**src/design/gdc_pkg.sv**
```systemverilog
// ----------------------------------------------------------------------------
// Gesture direction classifier package
// Shared widths, channel order, result codes and lane control types.
// ----------------------------------------------------------------------------
package gdc_pkg;

   // Field widths
   localparam int SAMPLE_W = 8;
   localparam int MIN_W    = 6;
   localparam int DIR_W    = 3;
   localparam int ERR_W    = 2;

   // Frame geometry
   localparam int MAX_SAMPLES_DEF = 32;
   localparam int NUM_LANES       = 4;
   localparam int CENTRE_SCALE    = 100;

   localparam logic [MIN_W-1:0] MIN_SAMPLES_RST = 6'd4;

   // Channel order across the lanes
   localparam int CH_UP    = 0;
   localparam int CH_DOWN  = 1;
   localparam int CH_LEFT  = 2;
   localparam int CH_RIGHT = 3;

   // Direction codes
   localparam logic [DIR_W-1:0] DIR_NONE  = 3'd0;
   localparam logic [DIR_W-1:0] DIR_UP    = 3'd1;
   localparam logic [DIR_W-1:0] DIR_DOWN  = 3'd2;
   localparam logic [DIR_W-1:0] DIR_LEFT  = 3'd3;
   localparam logic [DIR_W-1:0] DIR_RIGHT = 3'd4;

   // Error codes
   localparam logic [ERR_W-1:0] ERR_OK       = 2'd0;
   localparam logic [ERR_W-1:0] ERR_ZERO_SUM = 2'd1;
   localparam logic [ERR_W-1:0] ERR_OVERFLOW = 2'd2;

   // Controls sent from the sequencer to every lane
   typedef struct packed {
      logic acc_en;  // add this request's sample
      logic load;    // start the divider from the sums, clear the sums
      logic step;    // one quotient bit
   } lane_ctrl_type;

   // Result of the merging stage
   typedef struct packed {
      logic [DIR_W-1:0] direction;
      logic             zero_seen;
   } merge_res_type;

endpackage

```
**src/design/gdc_channels_if.sv**
```systemverilog
// ----------------------------------------------------------------------------
// Gesture direction classifier channels
// Request, response and register write channels with valid/ready handshake.
// ----------------------------------------------------------------------------
interface gdc_req_if
   import gdc_pkg::*;
();
   logic                valid;
   logic                ready;
   logic [SAMPLE_W-1:0] up_sample;
   logic [SAMPLE_W-1:0] down_sample;
   logic [SAMPLE_W-1:0] left_sample;
   logic [SAMPLE_W-1:0] right_sample;
   logic                last_sample;

   modport source (output valid, up_sample, down_sample, left_sample, right_sample,
                   last_sample, input ready);
   modport sink   (input valid, up_sample, down_sample, left_sample, right_sample,
                   last_sample, output ready);
endinterface

interface gdc_rsp_if
   import gdc_pkg::*;
();
   logic             valid;
   logic             ready;
   logic [DIR_W-1:0] direction;
   logic [ERR_W-1:0] error;

   modport source (output valid, direction, error, input ready);
   modport sink   (input valid, direction, error, output ready);
endinterface

interface gdc_csr_if
   import gdc_pkg::*;
();
   logic             valid;
   logic             ready;
   logic [MIN_W-1:0] data;

   modport source (output valid, data, input ready);
   modport sink   (input valid, data, output ready);
endinterface

```
**src/design/gdc_lane.sv**
```systemverilog
// ----------------------------------------------------------------------------
// Gesture direction classifier lane
// Accumulates one channel's sum and position-weighted sum, then finds its
// centre of mass with a restoring divider, one quotient bit a cycle.
// ----------------------------------------------------------------------------
module gdc_lane
   import gdc_pkg::*;
#(
   parameter int MAX_SAMPLES = MAX_SAMPLES_DEF
) (
   input  logic                                        clock,
   input  logic                                        reset,
   input  lane_ctrl_type                               ctrl,
   input  logic [$clog2(MAX_SAMPLES+1)-1:0]            pos,
   input  logic [SAMPLE_W-1:0]                         sample,
   output logic [$clog2(MAX_SAMPLES*CENTRE_SCALE+1)-1:0] centre,
   output logic                                        zero_sum
);

   localparam int CNT_W  = $clog2(MAX_SAMPLES + 1);
   localparam int SUM_W  = $clog2(255 * MAX_SAMPLES + 1);
   localparam int WSUM_W = $clog2(255 * MAX_SAMPLES * (MAX_SAMPLES + 1) / 2 + 1);
   localparam int DVD_W  = WSUM_W + 7;
   localparam int Q_W    = $clog2(MAX_SAMPLES * CENTRE_SCALE + 1);

   logic [SUM_W-1:0]  sum_ff,  sum_in;
   logic [WSUM_W-1:0] wsum_ff, wsum_in;
   logic [SUM_W-1:0]  dsr_ff,  dsr_in;
   logic [SUM_W-1:0]  rem_ff,  rem_in;
   logic [Q_W-1:0]    quo_ff,  quo_in;
   logic              zero_ff, zero_in;

   logic [SAMPLE_W+CNT_W-1:0] product;
   logic [DVD_W-1:0]          dividend;
   logic [DVD_W-1:0]          rem_start;
   logic [SUM_W:0]            trial;
   logic [SUM_W:0]            trial_diff;
   logic                      fits;

   // Weight the sample by its position and scale the weighted sum
   assign product   = (SAMPLE_W+CNT_W)'(sample) * (SAMPLE_W+CNT_W)'(pos);
   assign dividend  = DVD_W'(wsum_ff) * DVD_W'(CENTRE_SCALE);
   assign rem_start = dividend >> Q_W;

   // One restoring step: bring down the next dividend bit and try the divisor
   assign trial      = {rem_ff, quo_ff[Q_W-1]};
   assign trial_diff = trial - {1'b0, dsr_ff};
   assign fits       = (trial >= {1'b0, dsr_ff});

   always_comb begin
      sum_in  = sum_ff;
      wsum_in = wsum_ff;
      dsr_in  = dsr_ff;
      rem_in  = rem_ff;
      quo_in  = quo_ff;
      zero_in = zero_ff;
      if (ctrl.acc_en) begin
         sum_in  = sum_ff + SUM_W'(sample);
         wsum_in = wsum_ff + WSUM_W'(product);
      end
      if (ctrl.load) begin
         // quotient is known to fit Q_W bits, so the upper part starts the remainder
         dsr_in  = sum_ff;
         zero_in = (sum_ff == '0);
         rem_in  = rem_start[SUM_W-1:0];
         quo_in  = dividend[Q_W-1:0];
         sum_in  = '0;
         wsum_in = '0;
      end else if (ctrl.step) begin
         rem_in = fits ? trial_diff[SUM_W-1:0] : trial[SUM_W-1:0];
         quo_in = {quo_ff[Q_W-2:0], fits};
      end
   end

   always_ff @(posedge clock) begin
      if (reset) begin
         sum_ff  <= '0;
         wsum_ff <= '0;
      end else begin
         sum_ff  <= sum_in;
         wsum_ff <= wsum_in;
      end
      dsr_ff  <= dsr_in;
      rem_ff  <= rem_in;
      quo_ff  <= quo_in;
      zero_ff <= zero_in;
   end

   // A channel with no light has its centre forced to zero
   assign centre   = zero_ff ? '0 : quo_ff;
   assign zero_sum = zero_ff;

endmodule

```
**src/design/gdc_merge.sv**
```systemverilog
// ----------------------------------------------------------------------------
// Gesture direction classifier merge
// Compares the horizontal and vertical centre differences of the four lanes
// and picks the direction; ties go to vertical.
// ----------------------------------------------------------------------------
module gdc_merge
   import gdc_pkg::*;
#(
   parameter int MAX_SAMPLES = MAX_SAMPLES_DEF
) (
   input  logic [NUM_LANES-1:0][$clog2(MAX_SAMPLES*CENTRE_SCALE+1)-1:0] centre,
   input  logic [NUM_LANES-1:0]                                        zero_sum,
   output merge_res_type                                               result
);

   localparam int Q_W = $clog2(MAX_SAMPLES * CENTRE_SCALE + 1);

   logic signed [Q_W:0] horiz;
   logic signed [Q_W:0] vert;
   logic [Q_W:0]        horiz_neg;
   logic [Q_W:0]        vert_neg;
   logic [Q_W-1:0]      horiz_mag;
   logic [Q_W-1:0]      vert_mag;

   // Signed differences of the centres
   assign horiz = signed'({1'b0, centre[CH_RIGHT]}) - signed'({1'b0, centre[CH_LEFT]});
   assign vert  = signed'({1'b0, centre[CH_UP]})    - signed'({1'b0, centre[CH_DOWN]});

   assign horiz_neg = -horiz;
   assign vert_neg  = -vert;
   assign horiz_mag = horiz[Q_W] ? horiz_neg[Q_W-1:0] : horiz[Q_W-1:0];
   assign vert_mag  = vert[Q_W]  ? vert_neg[Q_W-1:0]  : vert[Q_W-1:0];

   // Larger magnitude wins; the sign picks the direction
   always_comb begin
      if (horiz_mag > vert_mag) begin
         result.direction = horiz[Q_W] ? DIR_RIGHT : DIR_LEFT;
      end else begin
         result.direction = vert[Q_W] ? DIR_UP : DIR_DOWN;
      end
      result.zero_seen = |zero_sum;
   end

endmodule

```
**src/design/gesture_direction_classifier_core.sv**
```systemverilog
// Response: registered and raised from the done state; after the frame's last
//   request the block passes through the load, divide and done states.
// Throughput: one sample request a cycle within a frame; after a frame end
//   requests wait for the bit-serial lane dividers and the response write.
// Reset: synchronous, active high; clears the accumulators, the sample count,
//   the overflow flag and response valid, and sets min_samples to 4.
// ----------------------------------------------------------------------------
// Gesture direction classifier core
// Four channel lanes accumulate and divide side by side; a merging stage
// classifies the frame and a response register holds the result.
// ----------------------------------------------------------------------------
module gesture_direction_classifier_core
   import gdc_pkg::*;
#(
   parameter int MAX_SAMPLES = MAX_SAMPLES_DEF
) (
   input  logic clock,
   input  logic reset,
   gdc_req_if.sink   req_chan,
   gdc_rsp_if.source rsp_chan,
   gdc_csr_if.sink   csr_chan
);

   localparam int CNT_W  = $clog2(MAX_SAMPLES + 1);
   localparam int Q_W    = $clog2(MAX_SAMPLES * CENTRE_SCALE + 1);
   localparam int STEP_W = $clog2(Q_W + 1);
   localparam int CMP_W  = (CNT_W > MIN_W) ? CNT_W : MIN_W;

   typedef enum logic [1:0] {
      ST_IDLE,
      ST_LOAD,
      ST_DIV,
      ST_DONE
   } state_type;

   state_type          state_ff, state_in;
   logic [CNT_W-1:0]   cnt_ff, cnt_in;
   logic               ovf_ff, ovf_in;
   logic [MIN_W-1:0]   min_ff, min_in;
   logic [STEP_W-1:0]  step_ff, step_in;
   logic               enough_ff, enough_in;
   logic               frame_ovf_ff, frame_ovf_in;
   logic               rsp_valid_ff, rsp_valid_in;
   logic [DIR_W-1:0]   rsp_dir_ff, rsp_dir_in;
   logic [ERR_W-1:0]   rsp_err_ff, rsp_err_in;

   lane_ctrl_type                     lane_ctrl;
   logic [NUM_LANES-1:0][SAMPLE_W-1:0] samples;
   logic [NUM_LANES-1:0][Q_W-1:0]     centres;
   logic [NUM_LANES-1:0]              zeros;
   merge_res_type                     merged;
   logic                              req_fire;
   logic                              write_rsp;
   logic                              has_room;

   // Route the request's channels to the lanes
   assign samples[CH_UP]    = req_chan.up_sample;
   assign samples[CH_DOWN]  = req_chan.down_sample;
   assign samples[CH_LEFT]  = req_chan.left_sample;
   assign samples[CH_RIGHT] = req_chan.right_sample;

   assign req_chan.ready = (state_ff == ST_IDLE);
   assign req_fire       = req_chan.valid && req_chan.ready;
   assign has_room       = (cnt_ff < CNT_W'(MAX_SAMPLES));
   assign write_rsp      = (state_ff == ST_DONE) && (!rsp_valid_ff || rsp_chan.ready);

   assign csr_chan.ready = 1'b1;

   // Lanes, one per photodiode channel
   for (genvar g = 0; g < NUM_LANES; g++) begin : g_lane
      gdc_lane #(
         .MAX_SAMPLES (MAX_SAMPLES)
      ) u_lane (
         .clock    (clock),
         .reset    (reset),
         .ctrl     (lane_ctrl),
         .pos      (cnt_in),
         .sample   (samples[g]),
         .centre   (centres[g]),
         .zero_sum (zeros[g])
      );
   end

   gdc_merge #(
      .MAX_SAMPLES (MAX_SAMPLES)
   ) u_merge (
      .centre   (centres),
      .zero_sum (zeros),
      .result   (merged)
   );

   // Sequence the frame: accumulate, load dividers, divide, respond
   always_comb begin
      state_in     = state_ff;
      cnt_in       = cnt_ff;
      ovf_in       = ovf_ff;
      min_in       = min_ff;
      step_in      = step_ff;
      enough_in    = enough_ff;
      frame_ovf_in = frame_ovf_ff;
      rsp_valid_in = rsp_valid_ff;
      rsp_dir_in   = rsp_dir_ff;
      rsp_err_in   = rsp_err_ff;
      lane_ctrl    = '0;

      if (csr_chan.valid) begin
         min_in = csr_chan.data;
      end

      // drop the response once taken
      if (rsp_valid_ff && rsp_chan.ready) begin
         rsp_valid_in = 1'b0;
      end

      case (state_ff)
         ST_IDLE: begin
            if (req_fire) begin
               if (has_room) begin
                  lane_ctrl.acc_en = 1'b1;
                  cnt_in           = cnt_ff + 1'b1;
               end else begin
                  ovf_in = 1'b1;
               end
               if (req_chan.last_sample) begin
                  state_in = ST_LOAD;
               end
            end
         end
         ST_LOAD: begin
            lane_ctrl.load = 1'b1;
            enough_in      = (CMP_W'(cnt_ff) >= CMP_W'(min_ff));
            frame_ovf_in   = ovf_ff;
            cnt_in         = '0;
            ovf_in         = 1'b0;
            step_in        = STEP_W'(Q_W);
            state_in       = ST_DIV;
         end
         ST_DIV: begin
            lane_ctrl.step = 1'b1;
            step_in        = step_ff - 1'b1;
            if (step_ff == STEP_W'(1)) begin
               state_in = ST_DONE;
            end
         end
         ST_DONE: begin
            if (write_rsp) begin
               rsp_valid_in = 1'b1;
               rsp_dir_in   = enough_ff ? merged.direction : DIR_NONE;
               if (frame_ovf_ff) begin
                  rsp_err_in = ERR_OVERFLOW;
               end else if (enough_ff && merged.zero_seen) begin
                  rsp_err_in = ERR_ZERO_SUM;
               end else begin
                  rsp_err_in = ERR_OK;
               end
               state_in = ST_IDLE;
            end
         end
         default: begin
            state_in = ST_IDLE;
         end
      endcase
   end

   always_ff @(posedge clock) begin
      if (reset) begin
         state_ff     <= ST_IDLE;
         cnt_ff       <= '0;
         ovf_ff       <= 1'b0;
         min_ff       <= MIN_SAMPLES_RST;
         rsp_valid_ff <= 1'b0;
      end else begin
         state_ff     <= state_in;
         cnt_ff       <= cnt_in;
         ovf_ff       <= ovf_in;
         min_ff       <= min_in;
         rsp_valid_ff <= rsp_valid_in;
      end
      step_ff      <= step_in;
      enough_ff    <= enough_in;
      frame_ovf_ff <= frame_ovf_in;
      rsp_dir_ff   <= rsp_dir_in;
      rsp_err_ff   <= rsp_err_in;
   end

   assign rsp_chan.valid     = rsp_valid_ff;
   assign rsp_chan.direction = rsp_dir_ff;
   assign rsp_chan.error     = rsp_err_ff;

   // Checks on the sequencer
   a_cnt_bound: assert property (@(posedge clock) disable iff (reset)
      cnt_ff <= CNT_W'(MAX_SAMPLES))
      else $error("sample count beyond frame limit");

   a_rsp_from_done: assert property (@(posedge clock) disable iff (reset)
      $rose(rsp_valid_ff) |-> $past(state_ff == ST_DONE))
      else $error("response raised outside the done state");

   a_short_frame_none: assert property (@(posedge clock) disable iff (reset)
      write_rsp && !enough_ff |=> rsp_dir_ff == DIR_NONE)
      else $error("short frame classified");

   a_div_to_done: assert property (@(posedge clock) disable iff (reset)
      (state_ff == ST_DIV) && (step_ff == STEP_W'(1)) |=> state_ff == ST_DONE)
      else $error("divider sequence did not finish");

   a_load_clears: assert property (@(posedge clock) disable iff (reset)
      state_ff == ST_LOAD |=> cnt_ff == '0 && !ovf_ff)
      else $error("frame state not cleared after load");

endmodule
```
**src/flat_wrapper.sv**
```systemverilog
// flat-port wrapper written by rule: the top's interface ports become plain ports
module gesture_direction_classifier_core_flat import gdc_pkg::*;
#(
   parameter int MAX_SAMPLES = MAX_SAMPLES_DEF
)
  (clock, reset, req_chan_valid, req_chan_up_sample, req_chan_down_sample, req_chan_left_sample, req_chan_right_sample, req_chan_last_sample, req_chan_ready, rsp_chan_valid, rsp_chan_direction, rsp_chan_error, rsp_chan_ready, csr_chan_valid, csr_chan_data, csr_chan_ready);
  gdc_req_if req_chan_i ();
  gdc_rsp_if rsp_chan_i ();
  gdc_csr_if csr_chan_i ();
  input  logic clock;
  input  logic reset;
  input wire logic [$bits(req_chan_i.valid)-1:0] req_chan_valid;
  input wire logic [$bits(req_chan_i.up_sample)-1:0] req_chan_up_sample;
  input wire logic [$bits(req_chan_i.down_sample)-1:0] req_chan_down_sample;
  input wire logic [$bits(req_chan_i.left_sample)-1:0] req_chan_left_sample;
  input wire logic [$bits(req_chan_i.right_sample)-1:0] req_chan_right_sample;
  input wire logic [$bits(req_chan_i.last_sample)-1:0] req_chan_last_sample;
  output wire logic [$bits(req_chan_i.ready)-1:0] req_chan_ready;
  output wire logic [$bits(rsp_chan_i.valid)-1:0] rsp_chan_valid;
  output wire logic [$bits(rsp_chan_i.direction)-1:0] rsp_chan_direction;
  output wire logic [$bits(rsp_chan_i.error)-1:0] rsp_chan_error;
  input wire logic [$bits(rsp_chan_i.ready)-1:0] rsp_chan_ready;
  input wire logic [$bits(csr_chan_i.valid)-1:0] csr_chan_valid;
  input wire logic [$bits(csr_chan_i.data)-1:0] csr_chan_data;
  output wire logic [$bits(csr_chan_i.ready)-1:0] csr_chan_ready;
  assign req_chan_i.valid = req_chan_valid;
  assign req_chan_i.up_sample = req_chan_up_sample;
  assign req_chan_i.down_sample = req_chan_down_sample;
  assign req_chan_i.left_sample = req_chan_left_sample;
  assign req_chan_i.right_sample = req_chan_right_sample;
  assign req_chan_i.last_sample = req_chan_last_sample;
  assign req_chan_ready = req_chan_i.ready;
  assign rsp_chan_valid = rsp_chan_i.valid;
  assign rsp_chan_direction = rsp_chan_i.direction;
  assign rsp_chan_error = rsp_chan_i.error;
  assign rsp_chan_i.ready = rsp_chan_ready;
  assign csr_chan_i.valid = csr_chan_valid;
  assign csr_chan_i.data = csr_chan_data;
  assign csr_chan_ready = csr_chan_i.ready;
  gesture_direction_classifier_core #(.MAX_SAMPLES(MAX_SAMPLES)) u_core (.clock(clock), .reset(reset), .req_chan(req_chan_i), .rsp_chan(rsp_chan_i), .csr_chan(csr_chan_i));
endmodule
```
**config.mk**
```make
export PLATFORM = sky130hd
export DESIGN_NAME = gesture_direction_classifier_core_flat
export DESIGN_NICKNAME = d
export VERILOG_FILES = /design/src/design/gdc_pkg.sv /design/src/design/gdc_channels_if.sv /design/src/design/gdc_lane.sv /design/src/design/gdc_merge.sv /design/src/design/gesture_direction_classifier_core.sv /design/src/flat_wrapper.sv
export SDC_FILE = /design/constraint.sdc
export NUM_CORES = 2
export LEC_CHECK = 0
export BUFFER_PORTS_ARGS = -buffer_cell sky130_fd_sc_hd__buf_2
export CAP_MARGIN = 30
export CORE_ASPECT_RATIO = 1.1
export CORE_MARGIN = 4
export CORE_UTILIZATION = 42
export CTS_BUF_LIST = sky130_fd_sc_hd__clkbuf_2
export DETAILED_ROUTE_END_ITERATION = 16
export PLACE_DENSITY = 0.62
export SLEW_MARGIN = 0
export SYNTH_ARGS = -nofsm -noshare
export SYNTH_HDL_FRONTEND = slang
export SYNTH_SLANG_ARGS = --single-unit
```
**constraint.sdc**
```tcl
create_clock -name clock -period 10.4 [get_ports clock]
set_input_delay 3.12 -clock clock [delete_from_list [all_inputs] [get_ports clock]]
set_output_delay 3.12 -clock clock [all_outputs]
set_load 0.02 [all_outputs]
```
# Word level (Yosys, flattened, before mapping)
# Index checks and enable logic that the tools add are counted.
[totals]
regBits = 307
inputBits = 44
output_inout_bits = 8
elab_cells = 149
[op_classes]
n_addsub = 18
n_mul = 8
n_lt_le_gt_ge = 7
eq_ne = 9
muxes = 50
n_reduce_logical = 19
[op_table]
columns = ["operator", "n"]
rows = [
  ["$mux 12", 14],
  ["$mux 13", 12],
  ["$mul 18x5->23 const B", 4],
  ["$add 18x14->18", 4],
  ["$ge 14x13->1", 4],
  ["$mul 8x6->14", 4],
  ["$add 13x8->13", 4],
  ["$logic_not 13->1", 4],
  ["$sub 13x13->13", 4],
  ["$sub 12x12->13", 2],
  ["$neg 12->12", 2],
  ["$gt 12x12->1", 1],
  ["$mux 6", 2],
  ["$pmux 6 s2", 1],
  ["$mux 1", 11],
  ["$mux 2", 5],
  ["$pmux 2 s4", 1],
  ["$pmux 4 s2", 1],
  ["$add 6x1->6 const B", 1],
  ["$ge 6x6->1", 1],
  ["$lt 6x6->1 const B", 1],
  ["$mux 3", 2],
  ["$ne 2x2->1 const B", 3],
  ["$reduce_bool 2->1", 3],
  ["15 further kinds", 20],
]

# Depth between registers and ports, before layout
[logic_depth]
ltp_word = 6
depth_mapped = 27
depth_no_buf = 25

# By module
# Synthesis repeated with hierarchy kept, for this count alone.
[unflattened]
hier_cells = 3753
hier_area_um2 = 33716.1
[modules_own_cells]
columns = ["mod", "n_inst", "cells_each", "area_each_um2", "seq_area_each_um2"]
rows = [
  ["gdc_lane at u_core.g_lane[3].u_lane", 1, 858, 7776.2, 1771.7],
  ["gdc_lane at u_core.g_lane[0].u_lane", 1, 826, 7596.0, 1771.7],
  ["gdc_lane at u_core.g_lane[1].u_lane", 1, 825, 7507.2, 1771.7],
  ["gdc_lane at u_core.g_lane[2].u_lane", 1, 835, 7467.2, 1771.7],
  ["gdc_merge", 1, 274, 2008.2, 0.0],
  ["gesture_direction_classifier_core", 1, 135, 1361.3, 650.6],
]

# Worst setup path after synthesis
# No wires, ideal clock.
[synth_path]
path_type = "input to register"
from = "input req_chan_valid"
to = "register u_core.g_lane[1].u_lane.wsum_ff[17]"
setup_time_ns = 0.128
arrival_time_ns = 8.287
required_time_ns = 10.272
slack_ns = 1.985
cell_stages = 24
path_buffers = 2
cell_sequence = "nand2_1 -> nor2_1 -> clkbuf_1 -> nand4_1 -> nand3_1 -> o21ai_1 -> clkbuf_1 -> and2_1 -> fa_1 -> inv_1 -> fa_1 -> inv_1 -> fa_1 -> inv_1 -> fa_1 -> inv_1 -> ha_1 -> a21o_1 -> a2111oi_0 -> o31a_1 -> o21ai_1 -> a41oi_1 -> xnor2_1 -> nor2_1"
[synth_via]
elab_chain_len = 5
elab_cells_between_ends = 7
classes_between = "1 x add/sub; 1 x mul; 4 x mux; 1 x reduce/logical"
[synth_rtl]
columns = ["item", "line_no", "rtl"]
rows = [
  ["start, declared", "flat_wrapper.sv:12", "input wire logic [$bits(req_chan_i.valid)-1:0] req_chan_valid;"],
  ["$logic_and 1x1->1 (*)", "gesture_direction_classifier_core.sv:63", "assign req_fire = req_chan.valid && req_chan.ready;"],
  ["$mux 6", "gesture_direction_classifier_core.sv:117", "if (req_fire) begin"],
  ["$pmux 6 s2", "gesture_direction_classifier_core.sv:115", "case (state_ff)"],
  ["$mul 8x6->14", "gdc_lane.sv:41", "assign product = (SAMPLE_W+CNT_W)'(sample) * (SAMPLE_W+CNT_W)'(pos);"],
  ["$add 18x14->18", "gdc_lane.sv:59", "wsum_in = wsum_ff + WSUM_W'(product);"],
  ["end signal, assigned", "gdc_lane.sv:81", "wsum_ff <= wsum_in;"],
  ["end, declared", "gdc_lane.sv:27", "logic [WSUM_W-1:0] wsum_ff, wsum_in;"],
]
# Mark *: on every way between the ends. The rest lies on a longest branch, timed or not.
# A chain may end at the register's enable or synchronous reset.

# Worst setup path in the final report
[layout_path]
from = "input req_chan_valid"
to = "register u_core.g_lane[3].u_lane.wsum_ff[17]"
[layout_via]
elab_chain_len = 5
elab_cells_between_ends = 7
classes_between = "1 x add/sub; 1 x mul; 4 x mux; 1 x reduce/logical"
[layout_rtl]
columns = ["item", "line_no"]
rows = [
  ["$logic_and 1x1->1 (*)", "gesture_direction_classifier_core.sv:63"],
  ["$mux 6", "gesture_direction_classifier_core.sv:117"],
  ["$pmux 6 s2", "gesture_direction_classifier_core.sv:115"],
  ["$mul 8x6->14", "gdc_lane.sv:41"],
  ["$add 18x14->18", "gdc_lane.sv:59"],
  ["end signal, assigned", "gdc_lane.sv:81"],
  ["end, declared", "gdc_lane.sv:27"],
]
# Marked as above.

==> summary.md <==
| Metric | Value |
|---|---|
| Synth area leaders | `ha_1 (19%), edfxtp_1 (14%), fa_1 (12%)` |
| Sequential fraction of the synthesis area | `roughly a quarter` |
| WS Path Type | `primary input to flop` |
| Die width | `approximately 280 um` |
| GP Congestion | `around 0.83` |
| Worst min-delay path category | `flop to flop` |
| Critical path startpoint category | `primary input` |
| Final worst path period need | `8.207 ns` |
| Root Driver | `clkbuf_2` |
| Total internal power | `4.960 mW` |
| Via count | `25700` |
| CP Max Fanout | `38` |
| Flop pwr share | `between 20% and 30%` |
| Via/cell ratio | `between 5 and 6` |
| Share of cells above drive strength 1 | `roughly 6.5%` |
| Placed cell areas | `34650 sq um` |
| Total gr overflow | `0` |
| # Max-Cap Violations | `0` |
| Final-report setup violation count | `0` |
| Total Power | `about 9.5 mW` |
| Yosys cell types | `80` |
| Slew margin rel. | `between 30% and 40%` |
| Status | `completed` |
| Tcrit/Tclk final | `78.92%` |
| Tightest Pin Transition | `0.9852 ns` |
| Hold buffer count at CTS | `0` |
| Max clock buf depth | `3` |
| Pins Over Slew Limit | `0` |
| Metal-1 WL | `roughly 36 mm` |
| Post-synth EDFFs | `159` |
| Pin count of the biggest net entering global routing | `59` |
| Syn Inst Count | `around 3800` |
| Clock sink count | `between 300 and 400` |
| CTS H-tree lvls | `3` |
| Layout area overhead | `6.927%` |
| Post-Syn Nets | `approximately 4600` |
| Worst EP arrival | `just over 9 ns` |
| Synthesized area per cell | `approximately 8.7 sq um` |
| Nets | `roughly 4600` |
| Share of the synthesized area in the top cell type | `a little under a fifth` |
| Die area | `83620 sq um` |
| Required @ worst endpoint | `between 10 and 15 ns` |
| Met2 WL post-DR | `between 30 and 40 mm` |
| Routed Antenna Nets | `0` |
| Leak pwr | `about 18 nW` |
| Total Neg Setup Slack | `0 ns` |
| Mapped Area | `between 30000 and 40000 sq um` |
| Drt first-iter violations | `1183` |
| Highest metal used | `met4` |
| Core Box Area | `~78000 sq um` |
| I/O Buffers | `50` |
| Most frequent cell after synthesis | `inv_1` |
| Post-CTS setup repair buffer count | `0` |
| Clock Latency Late Sink | `around 1.1 ns` |
| Logic pwr share | `about 67%` |
| TritonCTS Buffers | `85` |
| Die height | `around 300 um` |
| Ys async rst share | `0%` |
| Final hold vios | `0` |
| GR Util All Layers | `18.50%` |
| Initial antenna violation count | `7` |
| Sw frac | `47.67%` |
| Yosys warnings | `0` |
| CTS tree | `built` |
| Main synth FF type | `edfxtp_1` |
| I/O pin total | `52` |
| Row Count | `about 110` |
| DRC errors left | `0` |
| RSZ-0062 raised after global routing | `false` |
| Detailed placement HPWL | `59.87 mm` |
| Crit. End Element | `flop` |
| Fmax | `121.8 MHz` |
| Post-synth top cells | `inv_1 (633), ha_1 (494), nand2_1 (359), a21oi_1 (233), fa_1 (206)` |
| Effective utilization at floorplan | `between 40 and 50%` |
| Filler cells | `about 8000` |
| First-pass GRT wire length | `approximately 130 mm` |
| Post-Route WL | `a little under 80 mm` |
| Clk pwr share | `slightly above 10%` |
| VDD IR max | `just under 400 uV` |
| P per Cell Area | `around 270 nW/um^2` |
| Post-route cell area | `35500 sq um` |
| Post-CTS Resized | `0` |
| Routed met3 length | `slightly below 3 mm` |
| End-of-flow core utilization | `roughly 46%` |
| First-pass DRT Iterations | `7` |
| Vias in the first global route | `between 20000 and 30000` |
| Synth area leader | `ha_1` |
| Clk pin slew, worst setup/hold paths | `around 0.11 ns` |
| Clk_skew | `between 0.09 and 0.1 ns` |
| Synth Register Bits | `about 310` |
| Sw Pwr | `approximately 4.5 mW` |
| Routed len/inst | `between 15 and 20 um` |
-- power by group through the flow --
stage | clock network, mW | logic, mW | registers [mW]
after floorplan | 0 | 5.02 | 2.11
after CTS | 1.01 | 6.36 | 2.18
final | 0.958 | 6.34 | 2.18
after global placement | 0 | 6.20 | 2.20
after global routing | 1.06 | 7.21 | 2.23
after detailed placement | 0 | 6.30 | 2.21
-- final timing paths --
kind | start | endpoint | slack [ns] | cells after the start
setup / recovery | req_chan_valid | u_core.g_lane[3].u_lane.wsum_ff[17] | 2.19 | 21
hold / removal | u_core.ovf_ff | u_core.frame_ovf_ff | 0.46 | 0
setup reg to reg | u_core.state_ff[0] | u_core.g_lane[3].u_lane.wsum_ff[17] | 3.63 | 22
hold reg to reg | u_core.ovf_ff | u_core.frame_ovf_ff | 0.46 | 0
-- flip-flops by register name (all words and copies together), names as in the netlist, 2 cells and up --
signal and cells:
u_core.cnt_ff 6, u_core.state_ff 2, u_core.g_lane.u_lane.rem_ff 52, u_core.min_ff 6, u_core.g_lane.u_lane.zero_sum 4, u_core.rsp_chan.direction 3, u_core.step_ff 4, u_core.g_lane.u_lane.wsum_ff 72
u_core.rsp_chan.error 2, u_core.g_lane.u_lane.sum_ff 52, u_core.g_lane.u_lane.quo_ff 48, u_core.g_lane.u_lane.dsr_ff 52
-- layer usage --
metal | GRT usage [%] | up-vias
li1 | - | 13040
met1 | 24.15 | 12160
met2 | 32.39 | 394
met3 | 2.262 | 105
met4 | 5.414 | 0
met5 | 0 | -
-- area by class of cell --
| cell class | count | area (sq um) | area share, % |
|---|---|---|---|
| Clock buffer | 118 | 590.6 | 1.664 |
| Sequential cell | 307 | 7737 | 21.80 |
| Tap cell | 1035 | 1295 | 3.648 |
| Antenna cell | 6 | 15.01 | 0.04229 |
| Timing Repair Buffer | 75 | 441.7 | 1.244 |
| Multi-Input combinational cell | 2769 | 22800 | 64.22 |
| Clock inverter | 40 | 245.2 | 0.6908 |
| Inverter | 633 | 2376 | 6.693 |
-- critical path, stage by stage --
cell and delay (ns):
buf_2 0.16, nand2_1 0.14, or2_4 0.44, nand2_1 0.17, a21boi_4 0.79, and2_1 0.26
fa_1 0.42, inv_1 0.09, fa_1 0.39, inv_1 0.08, fa_1 0.42, fa_1 0.44
ha_1 0.34, o21a_1 0.15, nand2_1 0.08, a211o_1 0.32, o21a_1 0.20, a2111oi_0 0.76
o21ai_1 0.18, xnor2_1 0.16, nor2_1 0.05
-- kinds of logic after synthesis --
| family | synth area share [%] |
|---|---|
| buffers and inverters | 8.340 |
| and+or+nand+nor | 16.34 |
| muxes | 2.291 |
| AOI/OAI and AO/OA | 13.63 |
| xor gates and xnor gates | 5.039 |
| adders and majority gates | 31.04 |
| DFF | 23.31 |
| other | 0.01129 |
-- metrics by stage --
step / hold slack, ns / std cells / setup slack, ns
6_report: 0.4596 / 4983 / 2.193
5_1_grt: 0.4668 / 4980 / 1.836
4_1_cts: 0.4558 / 4977 / 2.281
3_5_place_dp: 0.4322 / 4819 / 1.061
3_3_place_gp: 0.4091 / 4818 / 1.238
2_1_floorplan: 0.4019 / 3810 / 1.985
-- placed cells by master, fill, tap and decap left out, types with 50 or more instances in the layout --
cell and n:
dfxtp_1 148, and2_1 163, buf_2 50, ha_1 492, nand2_1 358, nor2_1 156, a21oi_1 233, nand3_1 57
nor2b_1 63, clkbuf_2 118, edfxtp_1 159, o21ai_0 131, inv_1 632, fa_1 206, nor3_1 69, a21o_1 72
xor2_1 66, mux2i_1 67, xnor2_1 125
No activity file was read; power rests on OpenSTA's default activity.
